==> src/rtl/core/dqpi_pkg.sv <==
// Shared types, constants and the microcode table of the dq two-degree-of-freedom PI controller.
// Used by dqpi_seq, dqpi_mac and dq_two_dof_pi_current_ctrl; no dependencies.
package dqpi_pkg;

    localparam int COEF_W    = 32;
    localparam int CUR_W     = 16;
    localparam int ST_W      = 48;
    localparam int PROD_W    = 64;
    localparam int ACC_W     = 66;
    localparam int NUM_COEF  = 8;
    localparam int COEF_IDX_W = 3;
    localparam int CFG_IDX_W = 4;
    localparam int STEP_W    = 5;

    localparam logic [STEP_W-1:0] LAST_STEP = 5'd28;

    localparam logic signed [ST_W-1:0] ST_MAX = {1'b0, {(ST_W-1){1'b1}}};
    localparam logic signed [ST_W-1:0] ST_MIN = {1'b1, {(ST_W-1){1'b0}}};
    localparam logic signed [CUR_W-1:0] PORT_MAX = {1'b0, {(CUR_W-1){1'b1}}};
    localparam logic signed [CUR_W-1:0] PORT_MIN = {1'b1, {(CUR_W-1){1'b0}}};

    // Coefficient register indexes.
    localparam logic [COEF_IDX_W-1:0] CF_FF_A = 3'd0;
    localparam logic [COEF_IDX_W-1:0] CF_FF_B = 3'd1;
    localparam logic [COEF_IDX_W-1:0] CF_FF_C = 3'd2;
    localparam logic [COEF_IDX_W-1:0] CF_FF_D = 3'd3;
    localparam logic [COEF_IDX_W-1:0] CF_FB_A = 3'd4;
    localparam logic [COEF_IDX_W-1:0] CF_FB_B = 3'd5;
    localparam logic [COEF_IDX_W-1:0] CF_FB_C = 3'd6;
    localparam logic [COEF_IDX_W-1:0] CF_FB_D = 3'd7;

    // Operand sources.
    localparam logic [2:0] XS_FF     = 3'd0;
    localparam logic [2:0] XS_DST    = 3'd1;
    localparam logic [2:0] XS_QST    = 3'd2;
    localparam logic [2:0] XS_IQT    = 3'd3;
    localparam logic [2:0] XS_ED     = 3'd4;
    localparam logic [2:0] XS_TMP    = 3'd5;
    localparam logic [2:0] XS_NEGIQM = 3'd6;

    // Accumulator operations.
    localparam logic [2:0] AO_NOP     = 3'd0;
    localparam logic [2:0] AO_LOAD_P  = 3'd1;
    localparam logic [2:0] AO_ADD_P   = 3'd2;
    localparam logic [2:0] AO_ADD_RND = 3'd3;
    localparam logic [2:0] AO_LOAD_X  = 3'd4;
    localparam logic [2:0] AO_ADD_X   = 3'd5;

    // Writeback targets.
    localparam logic [2:0] WB_NONE = 3'd0;
    localparam logic [2:0] WB_TMP  = 3'd1;
    localparam logic [2:0] WB_FF   = 3'd2;
    localparam logic [2:0] WB_DST  = 3'd3;
    localparam logic [2:0] WB_QST  = 3'd4;
    localparam logic [2:0] WB_VD   = 3'd5;
    localparam logic [2:0] WB_VQ   = 3'd6;

    typedef struct packed {
        logic                  mul_en;
        logic                  hi_half;
        logic [COEF_IDX_W-1:0] coef_sel;
        logic [2:0]            x_sel;
        logic [2:0]            acc_op;
        logic [2:0]            wb;
    } uop_t;

    typedef struct packed {
        logic en;
        logic last;
        uop_t uop;
    } ctl_t;

    function automatic uop_t mk_uop(input logic mul_en, input logic hi_half,
                                    input logic [COEF_IDX_W-1:0] coef_sel,
                                    input logic [2:0] x_sel, input logic [2:0] acc_op,
                                    input logic [2:0] wb);
        uop_t u;
        u.mul_en   = mul_en;
        u.hi_half  = hi_half;
        u.coef_sel = coef_sel;
        u.x_sel    = x_sel;
        u.acc_op   = acc_op;
        u.wb       = wb;
        return u;
    endfunction

    // Each product takes a high-half and a low-half multiply; the high product is
    // added as is and the low product rounded.
    function automatic uop_t uop_at(input logic [STEP_W-1:0] step);
        uop_t u;
        unique case (step)
            5'd0:  u = mk_uop(1'b1, 1'b1, CF_FF_C, XS_FF,  AO_NOP,     WB_NONE);
            5'd1:  u = mk_uop(1'b1, 1'b0, CF_FF_C, XS_FF,  AO_LOAD_P,  WB_NONE);
            5'd2:  u = mk_uop(1'b1, 1'b1, CF_FF_D, XS_IQT, AO_ADD_RND, WB_NONE);
            5'd3:  u = mk_uop(1'b1, 1'b0, CF_FF_D, XS_IQT, AO_ADD_P,   WB_NONE);
            5'd4:  u = mk_uop(1'b1, 1'b1, CF_FF_A, XS_FF,  AO_ADD_RND, WB_NONE);
            5'd5:  u = mk_uop(1'b1, 1'b0, CF_FF_A, XS_FF,  AO_LOAD_P,  WB_TMP);
            5'd6:  u = mk_uop(1'b1, 1'b1, CF_FF_B, XS_IQT, AO_ADD_RND, WB_NONE);
            5'd7:  u = mk_uop(1'b1, 1'b0, CF_FF_B, XS_IQT, AO_ADD_P,   WB_NONE);
            5'd8:  u = mk_uop(1'b1, 1'b1, CF_FB_C, XS_DST, AO_ADD_RND, WB_NONE);
            5'd9:  u = mk_uop(1'b1, 1'b0, CF_FB_C, XS_DST, AO_LOAD_P,  WB_FF);
            5'd10: u = mk_uop(1'b1, 1'b1, CF_FB_D, XS_ED,  AO_ADD_RND, WB_NONE);
            5'd11: u = mk_uop(1'b1, 1'b0, CF_FB_D, XS_ED,  AO_ADD_P,   WB_NONE);
            5'd12: u = mk_uop(1'b1, 1'b1, CF_FB_A, XS_DST, AO_ADD_RND, WB_NONE);
            5'd13: u = mk_uop(1'b1, 1'b0, CF_FB_A, XS_DST, AO_LOAD_P,  WB_VD);
            5'd14: u = mk_uop(1'b1, 1'b1, CF_FB_B, XS_ED,  AO_ADD_RND, WB_NONE);
            5'd15: u = mk_uop(1'b1, 1'b0, CF_FB_B, XS_ED,  AO_ADD_P,   WB_NONE);
            5'd16: u = mk_uop(1'b0, 1'b0, CF_FF_A, XS_FF,  AO_ADD_RND, WB_NONE);
            5'd17: u = mk_uop(1'b0, 1'b0, CF_FF_A, XS_TMP, AO_LOAD_X,  WB_DST);
            5'd18: u = mk_uop(1'b0, 1'b0, CF_FF_A, XS_NEGIQM, AO_ADD_X, WB_NONE);
            5'd19: u = mk_uop(1'b1, 1'b1, CF_FB_C, XS_QST, AO_NOP,     WB_TMP);
            5'd20: u = mk_uop(1'b1, 1'b0, CF_FB_C, XS_QST, AO_LOAD_P,  WB_NONE);
            5'd21: u = mk_uop(1'b1, 1'b1, CF_FB_D, XS_TMP, AO_ADD_RND, WB_NONE);
            5'd22: u = mk_uop(1'b1, 1'b0, CF_FB_D, XS_TMP, AO_ADD_P,   WB_NONE);
            5'd23: u = mk_uop(1'b1, 1'b1, CF_FB_A, XS_QST, AO_ADD_RND, WB_NONE);
            5'd24: u = mk_uop(1'b1, 1'b0, CF_FB_A, XS_QST, AO_LOAD_P,  WB_VQ);
            5'd25: u = mk_uop(1'b1, 1'b1, CF_FB_B, XS_TMP, AO_ADD_RND, WB_NONE);
            5'd26: u = mk_uop(1'b1, 1'b0, CF_FB_B, XS_TMP, AO_ADD_P,   WB_NONE);
            5'd27: u = mk_uop(1'b0, 1'b0, CF_FF_A, XS_FF,  AO_ADD_RND, WB_NONE);
            5'd28: u = mk_uop(1'b0, 1'b0, CF_FF_A, XS_FF,  AO_NOP,     WB_QST);
            default: u = mk_uop(1'b0, 1'b0, CF_FF_A, XS_FF, AO_NOP,    WB_NONE);
        endcase
        return u;
    endfunction

endpackage

==> src/rtl/core/dq_two_dof_pi_current_ctrl.sv <==
// Two-degree-of-freedom dq PI current controller, top level.
// Depends on dqpi_pkg, dqpi_seq and dqpi_mac.
//
// Usage: each input item on the s_ side is one control sample; each produces exactly
// one item on the m_ side with the d and q voltage commands and a saturation flag.
// Coefficients are written through cfg_we / cfg_index / cfg_data while the block is
// idle; indexes 8 and above are ignored.
// Handshake: an item is taken when s_tready is high, which is only while no sample is
// being worked on. The sample then runs through 29 microcode steps on the single
// shared multiplier (twelve products of two halves each, plus writebacks); a new item
// is taken only after the last step of the previous one has run.
// Reset clears all coefficients and the three filter states to zero.
// When the receiver stalls, the finished result is held in the output register and
// the next sample is still accepted; it runs up to its last step and waits there until
// the output register is taken.
module dq_two_dof_pi_current_ctrl
    import dqpi_pkg::*;
(
    input  logic                 clk,
    input  logic                 rst_n,
    input  logic                 cfg_we,
    input  logic [CFG_IDX_W-1:0] cfg_index,
    input  logic [COEF_W-1:0]    cfg_data,
    input  logic                 s_tvalid,
    output logic                 s_tready,
    // q_current_target [15:0], d_current_meas [31:16], q_current_meas [47:32]
    input  logic [47:0]          s_tdata,
    // clear_states [0]
    input  logic                 s_tuser,
    output logic                 m_tvalid,
    input  logic                 m_tready,
    // d_voltage_cmd [15:0], q_voltage_cmd [31:16]
    output logic [31:0]          m_tdata,
    // saturated [0]
    output logic                 m_tuser
);

    logic signed [COEF_W-1:0] coef_reg [NUM_COEF];
    logic signed [CUR_W-1:0]  iqt_reg;
    logic signed [CUR_W-1:0]  idm_reg;
    logic signed [CUR_W-1:0]  iqm_reg;
    logic signed [ST_W-1:0]   ff_st_reg;
    logic signed [ST_W-1:0]   d_st_reg;
    logic signed [ST_W-1:0]   q_st_reg;
    logic signed [ST_W-1:0]   tmp_reg;
    logic signed [CUR_W-1:0]  vd_reg;
    logic signed [CUR_W-1:0]  vq_reg;
    logic                     sat_reg;
    logic                     m_valid_reg;
    logic [31:0]              m_data_reg;
    logic                     m_user_reg;

    ctl_t                     ctl;
    logic                     in_accept;
    logic                     out_free;
    logic signed [ST_W-1:0]   x_mux;
    logic signed [ACC_W-1:0]  acc;
    logic [CUR_W:0]           neg_idm;
    logic [CUR_W:0]           neg_iqm;
    logic signed [ST_W-1:0]   ed;
    logic signed [ST_W-1:0]   neg_iqm_q;
    logic                     st_ok;
    logic signed [ST_W-1:0]   st_val;
    logic signed [49:0]       port_rnd;
    logic                     port_ok;
    logic signed [CUR_W-1:0]  port_val;
    logic                     wb_state;
    logic                     wb_port;
    logic                     clip_now;

    assign in_accept = s_tvalid && s_tready;
    assign out_free  = !m_valid_reg || m_tready;

    dqpi_seq u_seq (
        .clk      (clk),
        .rst_n    (rst_n),
        .in_valid (s_tvalid),
        .out_free (out_free),
        .in_ready (s_tready),
        .ctl      (ctl)
    );

    dqpi_mac u_mac (
        .clk   (clk),
        .rst_n (rst_n),
        .ctl   (ctl),
        .coef  (coef_reg[ctl.uop.coef_sel]),
        .x     (x_mux),
        .acc   (acc)
    );

    assign neg_idm   = -{idm_reg[CUR_W-1], idm_reg};
    assign neg_iqm   = -{iqm_reg[CUR_W-1], iqm_reg};
    assign ed        = {{(ST_W-CUR_W-17){neg_idm[CUR_W]}}, neg_idm, 16'h0000};
    assign neg_iqm_q = {{(ST_W-CUR_W-17){neg_iqm[CUR_W]}}, neg_iqm, 16'h0000};

    always_comb
    begin
        unique case (ctl.uop.x_sel)
            XS_FF:     x_mux = ff_st_reg;
            XS_DST:    x_mux = d_st_reg;
            XS_QST:    x_mux = q_st_reg;
            XS_IQT:    x_mux = {{(ST_W-CUR_W-16){iqt_reg[CUR_W-1]}}, iqt_reg, 16'h0000};
            XS_ED:     x_mux = ed;
            XS_TMP:    x_mux = tmp_reg;
            XS_NEGIQM: x_mux = neg_iqm_q;
            default:   x_mux = '0;
        endcase
    end

    // Clip of the accumulator to a 48-bit state, and rounding to a 16-bit port value.
    assign st_ok  = (&acc[ACC_W-1:ST_W-1]) || !(|acc[ACC_W-1:ST_W-1]);
    assign st_val = st_ok ? acc[ST_W-1:0] : (acc[ACC_W-1] ? ST_MIN : ST_MAX);

    assign port_rnd = acc[ACC_W-1:16] + {49'd0, acc[15]};
    assign port_ok  = (&port_rnd[49:CUR_W-1]) || !(|port_rnd[49:CUR_W-1]);
    assign port_val = port_ok ? port_rnd[CUR_W-1:0] : (port_rnd[49] ? PORT_MIN : PORT_MAX);

    assign wb_state = (ctl.uop.wb == WB_TMP) || (ctl.uop.wb == WB_FF)
                      || (ctl.uop.wb == WB_DST) || (ctl.uop.wb == WB_QST);
    assign wb_port  = (ctl.uop.wb == WB_VD) || (ctl.uop.wb == WB_VQ);
    assign clip_now = (wb_state && !st_ok) || (wb_port && !port_ok);

    always_ff @(posedge clk or negedge rst_n)
    begin
        if (!rst_n)
        begin
            for (int i = 0; i < NUM_COEF; i++)
            begin
                coef_reg[i] <= '0;
            end
        end
        else if (cfg_we && !cfg_index[CFG_IDX_W-1])
        begin
            coef_reg[cfg_index[COEF_IDX_W-1:0]] <= cfg_data;
        end
    end

    always_ff @(posedge clk)
    begin
        if (in_accept)
        begin
            iqt_reg <= s_tdata[15:0];
            idm_reg <= s_tdata[31:16];
            iqm_reg <= s_tdata[47:32];
        end
        if (ctl.en)
        begin
            unique case (ctl.uop.wb)
                WB_TMP:  tmp_reg <= st_val;
                WB_VD:   vd_reg  <= port_val;
                WB_VQ:   vq_reg  <= port_val;
                default: ;
            endcase
        end
    end

    always_ff @(posedge clk or negedge rst_n)
    begin
        if (!rst_n)
        begin
            ff_st_reg <= '0;
            d_st_reg  <= '0;
            q_st_reg  <= '0;
            sat_reg   <= 1'b0;
        end
        else if (in_accept)
        begin
            sat_reg <= 1'b0;
            if (s_tuser)
            begin
                ff_st_reg <= '0;
                d_st_reg  <= '0;
                q_st_reg  <= '0;
            end
        end
        else if (ctl.en)
        begin
            sat_reg <= sat_reg || clip_now;
            unique case (ctl.uop.wb)
                WB_FF:   ff_st_reg <= st_val;
                WB_DST:  d_st_reg  <= st_val;
                WB_QST:  q_st_reg  <= st_val;
                default: ;
            endcase
        end
    end

    always_ff @(posedge clk or negedge rst_n)
    begin
        if (!rst_n)
        begin
            m_valid_reg <= 1'b0;
        end
        else if (ctl.en && ctl.last)
        begin
            m_valid_reg <= 1'b1;
        end
        else if (m_tready)
        begin
            m_valid_reg <= 1'b0;
        end
    end

    always_ff @(posedge clk)
    begin
        if (ctl.en && ctl.last)
        begin
            m_data_reg <= {vq_reg, vd_reg};
            m_user_reg <= sat_reg || clip_now;
        end
    end

    assign m_tvalid = m_valid_reg;
    assign m_tdata  = m_data_reg;
    assign m_tuser  = m_user_reg;

endmodule

==> src/rtl/core/dqpi_seq.sv <==
// Sequencer of the dq PI controller: step counter, input handshake and microcode fetch.
// Depends on dqpi_pkg.
module dqpi_seq
    import dqpi_pkg::*;
(
    input  logic clk,
    input  logic rst_n,
    input  logic in_valid,
    input  logic out_free,
    output logic in_ready,
    output ctl_t ctl
);

    localparam logic ST_IDLE = 1'b0;
    localparam logic ST_RUN  = 1'b1;

    logic              state_reg;
    logic              state_next;
    logic [STEP_W-1:0] step_reg;
    logic [STEP_W-1:0] step_next;
    logic              is_last;
    logic              run_en;

    assign is_last  = (step_reg == LAST_STEP);
    assign run_en   = (state_reg == ST_RUN) && (!is_last || out_free);
    assign in_ready = (state_reg == ST_IDLE);

    always_comb
    begin
        ctl.en   = run_en;
        ctl.last = is_last;
        if (state_reg == ST_RUN)
        begin
            ctl.uop = uop_at(step_reg);
        end
        else
        begin
            ctl.uop = mk_uop(1'b0, 1'b0, CF_FF_A, XS_FF, AO_NOP, WB_NONE);
        end
    end

    always_comb
    begin
        state_next = state_reg;
        step_next  = step_reg;
        unique case (state_reg)
            ST_IDLE:
            begin
                if (in_valid)
                begin
                    state_next = ST_RUN;
                    step_next  = '0;
                end
            end
            ST_RUN:
            begin
                if (run_en)
                begin
                    if (is_last)
                    begin
                        state_next = ST_IDLE;
                    end
                    else
                    begin
                        step_next = step_reg + 1'b1;
                    end
                end
            end
            default:
            begin
                state_next = ST_IDLE;
            end
        endcase
    end

    always_ff @(posedge clk or negedge rst_n)
    begin
        if (!rst_n)
        begin
            state_reg <= ST_IDLE;
            step_reg  <= '0;
        end
        else
        begin
            state_reg <= state_next;
            step_reg  <= step_next;
        end
    end

endmodule

==> src/rtl/core/dqpi_mac.sv <==
// Shared multiply-accumulate unit: one 32 x 33 signed multiplier and a wide accumulator.
// Depends on dqpi_pkg.
module dqpi_mac
    import dqpi_pkg::*;
(
    input  logic                     clk,
    input  logic                     rst_n,
    input  ctl_t                     ctl,
    input  logic signed [COEF_W-1:0] coef,
    input  logic signed [ST_W-1:0]   x,
    output logic signed [ACC_W-1:0]  acc
);

    logic signed [COEF_W:0]        mul_b;
    logic signed [COEF_W+COEF_W:0] prod;
    logic signed [PROD_W-1:0]      p_reg;
    logic signed [PROD_W-1:0]      p_next;
    logic signed [ACC_W-1:0]       acc_reg;
    logic signed [ACC_W-1:0]       acc_next;
    logic signed [ACC_W-1:0]       p_ext;
    logic signed [ACC_W-1:0]       rnd_ext;
    logic signed [ACC_W-1:0]       x_ext;

    assign mul_b = ctl.uop.hi_half ? {x[ST_W-1], x[ST_W-1:16]} : {17'd0, x[15:0]};
    assign prod  = coef * mul_b;
    assign p_next = prod[PROD_W-1:0];

    assign p_ext   = {{(ACC_W-PROD_W){p_reg[PROD_W-1]}}, p_reg};
    assign rnd_ext = {{(ACC_W-PROD_W+16){p_reg[PROD_W-1]}}, p_reg[PROD_W-1:16]}
                     + {{(ACC_W-1){1'b0}}, p_reg[15]};
    assign x_ext   = {{(ACC_W-ST_W){x[ST_W-1]}}, x};

    always_comb
    begin
        unique case (ctl.uop.acc_op)
            AO_NOP:     acc_next = acc_reg;
            AO_LOAD_P:  acc_next = p_ext;
            AO_ADD_P:   acc_next = acc_reg + p_ext;
            AO_ADD_RND: acc_next = acc_reg + rnd_ext;
            AO_LOAD_X:  acc_next = x_ext;
            AO_ADD_X:   acc_next = acc_reg + x_ext;
            default:    acc_next = acc_reg;
        endcase
    end

    always_ff @(posedge clk or negedge rst_n)
    begin
        if (!rst_n)
        begin
            acc_reg <= '0;
        end
        else if (ctl.en)
        begin
            acc_reg <= acc_next;
        end
    end

    always_ff @(posedge clk)
    begin
        if (ctl.en && ctl.uop.mul_en)
        begin
            p_reg <= p_next;
        end
    end

    assign acc = acc_reg;

endmodule

==> config.mk <==
export PLATFORM = sky130hd
export DESIGN_NAME = dq_two_dof_pi_current_ctrl
export DESIGN_NICKNAME = d
export VERILOG_FILES = /design/src/rtl/core/dqpi_pkg.sv /design/src/rtl/core/dq_two_dof_pi_current_ctrl.sv /design/src/rtl/core/dqpi_seq.sv /design/src/rtl/core/dqpi_mac.sv
export SDC_FILE = /design/constraint.sdc
export NUM_CORES = 2
export LEC_CHECK = 0
export BUFFER_PORTS_ARGS = -buffer_cell sky130_fd_sc_hd__buf_2
export CAP_MARGIN = 15
export CORE_UTILIZATION = 35
export DETAILED_ROUTE_END_ITERATION = 7
export SLEW_MARGIN = 5
export SYNTH_ARGS = -nofsm -noshare
export SYNTH_HDL_FRONTEND = slang
export SYNTH_SLANG_ARGS = --single-unit
==> constraint.sdc <==
create_clock -name clk -period 10.9 [get_ports clk]
set_clock_uncertainty 0.2 [all_clocks]
set_input_delay 1.09 -clock clk [delete_from_list [all_inputs] [get_ports clk]]
set_output_delay 1.09 -clock clk [all_outputs]
set_load 0.05 [all_outputs]
==> metrics.txt <==
# TYPE chip_impl_metric gauge
chip_impl_metric{name="largest_register_ff_count",unit=""} 256
chip_impl_metric{name="cp_data_required_time",unit="ns"} 11.17
chip_impl_metric{name="worstSkewPairLatency",unit="ns"} 0.73
chip_impl_metric{name="remaining_drc_errors",unit=""} 0
chip_impl_metric{name="die_ar",unit="mm^2"} 0.210
chip_impl_metric{name="synth.ff_latch_count",unit=""} 699
chip_impl_metric{name="design.final.nets",unit=""} 9179
chip_impl_metric{name="ant_nets",unit=""} 0
chip_impl_info{name="synth_area_leaders",value="sky130_fd_sc_hd__fa_1 30%, sky130_fd_sc_hd__dfrtp_1 16%, sky130_fd_sc_hd__edfxtp_1 9.3%"} 1
chip_impl_metric{name="clk_pin_slew_worst_paths",unit="ns"} 0.07
chip_impl_metric{name="drtPass1Iterations",unit=""} 8
chip_impl_metric{name="synthesis.area",unit="mm^2"} 0.0730
chip_impl_metric{name="synthArstFlopShare",unit=""} 0.678
chip_impl_metric{name="dp_hpwl",unit="um"} 194000
chip_impl_metric{name="fp-row-count",unit=""} 167
chip_impl_metric{name="drive_above_1_share",unit=""} 0.164
chip_impl_metric{name="fillCellCount",unit=""} 20300
chip_impl_metric{name="achievable-frequency",unit="MHz"} 94.4
chip_impl_info{name="timing.critical_path.slowest_stage_cell",value="sky130_fd_sc_hd__fa_1"} 1
chip_impl_info{name="synth_common_cells",value="1,099 x sky130_fd_sc_hd__inv_1, 1,083 x sky130_fd_sc_hd__fa_1, 1,015 x sky130_fd_sc_hd__nand2_1"} 1
chip_impl_info{name="yosys.cell_count.top_type",value="sky130_fd_sc_hd__inv_1"} 1
chip_impl_metric{name="place_congestion",unit=""} 0.966
chip_impl_metric{name="ys_seq_area_frac",unit=""} 0.255
chip_impl_metric{name="globalRoute.totalOverflow",unit=""} 0
chip_impl_metric{name="max_slew.worst_pin.slew",unit="ns"} 1.14
chip_impl_info{name="synth_flop_cell",value="sky130_fd_sc_hd__dfrtp_1"} 1
chip_impl_metric{name="max-slew-margin-rel",unit=""} 0.238
chip_impl_metric{name="count_of_vias_placed_by_the_detailed_router",unit=""} 57200
chip_impl_metric{name="post_synth.cell_area_avg",unit="um^2"} 9.81
chip_impl_metric{name="slew_viol_final",unit=""} 0
chip_impl_metric{name="cts_htree_levels",unit=""} 3
chip_impl_info{name="startpoint_type",value="register"} 1
chip_impl_metric{name="cts.path.max_buffers",unit=""} 3
chip_impl_info{name="critPathCaptureType",value="register"} 1
chip_impl_metric{name="grt_first_pass_wirelength",unit="um"} 378000
chip_impl_metric{name="chipWidth",unit="um"} 459
chip_impl_metric{name="regToRegSetupSlack",unit="ns"} 0.30
chip_impl_metric{name="grt_antenna_before_repair",unit=""} 6
chip_impl_metric{name="wirelength",unit="um"} 250000
chip_impl_metric{name="layout_min_cycle_time",unit="ns"} 10.60
chip_impl_metric{name="post_dp_cell_area",unit="mm^2"} 0.0802
chip_impl_metric{name="synth-edff-count",unit=""} 225
chip_impl_metric{name="cp.arrival",unit="ns"} 10.87
chip_impl_metric{name="synth.yosys.warnings",unit=""} 0
chip_impl_metric{name="synth_nets",unit=""} 8879
chip_impl_metric{name="floorplan.core_area",unit="mm^2"} 0.207
chip_impl_info{name="worstHoldPathType",value="primary input to asynchronous set/reset pin"} 1
chip_impl_metric{name="synthesis.instances",unit=""} 7441
chip_impl_metric{name="vias_in_the_first_global_route",unit=""} 60400
chip_impl_metric{name="detailedRoute.firstIterationViolations",unit=""} 5466
chip_impl_metric{name="route.detailed.vias_per_inst",unit=""} 5.40
chip_impl_metric{name="synth_largest_type_area_fraction",unit=""} 0.297
chip_impl_metric{name="cts.sinks",unit=""} 699
chip_impl_metric{name="stdcell_area",unit="mm^2"} 0.0837
chip_impl_metric{name="synthDistinctLibCells",unit=""} 97
chip_impl_info{name="path_common_cell",value="sky130_fd_sc_hd__fa_1"} 1
chip_impl_metric{name="crit_fanout",unit=""} 8
chip_impl_metric{name="grt_max_degree",unit=""} 188
chip_impl_info{name="status",value="finished, final reports clean"} 1
chip_impl_metric{name="setup_viol_count_final",unit=""} 0
chip_impl_metric{name="final_hold_viol_count",unit=""} 0
chip_impl_metric{name="routed_wire_length_per_instance",unit="um"} 23.6
chip_impl_info{name="tritoncts",value="built"} 1
chip_impl_metric{name="layout_worst_path_cycle_share",unit=""} 0.972
chip_impl_metric{name="initial_utilization",unit=""} 0.352
chip_impl_info{name="post-synth-top-area-cell",value="sky130_fd_sc_hd__fa_1"} 1
chip_impl_metric{name="design.portCount",unit=""} 125
chip_impl_metric{name="height_of_the_die",unit="um"} 459
chip_impl_metric{name="max_cap_viol_count",unit=""} 0
chip_impl_metric{name="grt_usage",unit=""} 0.238
chip_impl_info{name="ctsRootBufferMaster",value="sky130_fd_sc_hd__clkbuf_16"} 1
chip_impl_metric{name="tritoncts.num_buffers",unit=""} 76
chip_impl_metric{name="port_buffer_count",unit=""} 124
chip_impl_metric{name="critical_path.max_stage_delay",unit="ns"} 0.58
chip_impl_info{name="worstSetupPathType",value="register to register"} 1
chip_impl_metric{name="area_growth",unit="%"} 14.6
## per-stage QoR
stage | worst slack, ns | hold slack, ns | cells | utilization | TNS, ns
after global placement | -0.195 | 0.207 | 10400 | 0.387 | -0.607
after global routing | -0.0354 | 0.208 | 10600 | 0.404 | -0.0919
after floorplan | 0.112 | 0.200 | 7441 | - | 0
final | 0.301 | 0.168 | 10600 | 0.404 | 0
after detailed placement | -0.284 | 0.205 | 10400 | 0.387 | -1.28
after CTS | -0.00260 | 0.155 | 10600 | 0.400 | -0.00260
## path summary, 6_finish.rpt
kind                              startpoint               to  depth (start not counted)
min in group clk                  vq_reg[14]      m_tdata[30]                          0
hold reg to reg                   vq_reg[14]      m_tdata[30]                          0
hold / removal                         rst_n     d_st_reg[25]                          1
max in group asynchronous              rst_n    coef_reg[244]                          3
setup / recovery           u_seq.step_reg[0]  u_mac.p_reg[63]                         41
setup reg to reg           u_seq.step_reg[0]  u_mac.p_reg[63]                         41
## layer usage
layer / track usage / routed length, um / share of wire
met2: 0.380 / 114000 / 0.46
met4: 0.109 / 12800 / 0.051
met1: 0.310 / 103000 / 0.41
met5: 0 / 27 / 0.00011
met3: 0.0476 / 20100 / 0.081
## cell families (layout without fill, tap and decap cells)
kind of cell	after synthesis	after routing	synth area share
multiplexers	445	445	0.0769
flip-flops	699	699	0.255
other	0	4	0
AO/OA/AOI/OAI	1123	1123	0.0979
adder cells (fa/ha/maj)	1348	1348	0.342
XOR/XNOR	225	225	0.0270
buffers and inverters	1488	1851	0.0777
AND/OR/NAND/NOR	2113	2113	0.123
## critical path, delay by kind of cell, from the launching register on
kind | cells | cell delay, ns
AOI/OAI and AO/OA | 14 | 2.53
xor gates and xnor gates | 1 | 0.12
adders and majority gates | 10 | 4.66
buffers and inverters | 11 | 1.70
DFF | 1 | 0.37
muxes | 1 | 0.28
and+or+nand+nor | 4 | 0.44
## layout by cell type, fill, tap and decap left out, types with 21 or more instances in the layout
cell type | synthesis | final
sky130_fd_sc_hd__o21bai_1 | 21 | 21
sky130_fd_sc_hd__buf_2 | 11 | 123
sky130_fd_sc_hd__nor3_1 | 34 | 30
sky130_fd_sc_hd__nor2_1 | 673 | 655
sky130_fd_sc_hd__ha_1 | 265 | 261
sky130_fd_sc_hd__a221oi_1 | 51 | 32
sky130_fd_sc_hd__dfrtp_1 | 474 | 474
sky130_fd_sc_hd__and2_1 | 43 | 43
sky130_fd_sc_hd__a22oi_1 | 50 | 50
sky130_fd_sc_hd__mux2i_1 | 93 | 64
sky130_fd_sc_hd__nand2b_1 | 55 | 53
sky130_fd_sc_hd__a31oi_1 | 32 | 27
sky130_fd_sc_hd__buf_12 | 1 | 65
sky130_fd_sc_hd__xnor2_1 | 133 | 133
sky130_fd_sc_hd__fa_1 | 1083 | 1069
sky130_fd_sc_hd__inv_1 | 1099 | 1097
sky130_fd_sc_hd__buf_4 | 1 | 401
sky130_fd_sc_hd__a21o_1 | 72 | 72
sky130_fd_sc_hd__nand2_1 | 1015 | 1002
sky130_fd_sc_hd__nand4_1 | 49 | 49
sky130_fd_sc_hd__a21oi_2 | 10 | 25
sky130_fd_sc_hd__nor2b_1 | 30 | 26
sky130_fd_sc_hd__o21a_1 | 81 | 79
sky130_fd_sc_hd__clkbuf_16 | 0 | 84
sky130_fd_sc_hd__edfxtp_1 | 225 | 225
sky130_fd_sc_hd__nand3_1 | 76 | 74
sky130_fd_sc_hd__xor2_1 | 92 | 92
sky130_fd_sc_hd__o22ai_1 | 22 | 22
sky130_fd_sc_hd__mux4_2 | 64 | 64
sky130_fd_sc_hd__mux2_2 | 283 | 281
sky130_fd_sc_hd__a21oi_1 | 300 | 279
sky130_fd_sc_hd__and3_1 | 40 | 40
sky130_fd_sc_hd__o21ai_0 | 304 | 290
## cell type report
type / instances / area (um^2) / area share
well taps: 2788 / 3490 / 0.0417
inverters: 1101 / 4130 / 0.0494
flip-flops and latches: 699 / 18600 / 0.222
clock inverters: 35 / 383 / 0.00457
repair buffers: 609 / 5180 / 0.0619
diodes: 4 / 10.0 / 0.000120
multi-input cells: 5254 / 49700 / 0.594
clock buffers: 106 / 2190 / 0.0262
## repair_timing
item                       in CTS  in global routing
gates cloned                    1                  0
pin swaps                       3                 25
setup endpoints to repair      10                 16
setup buffers                   2                 27
hold buffers                    0                  0
resized for setup              16                141
Power is not shown: default switching activity piles up to over one toggle a cycle in this logic, so the estimate is an artifact.
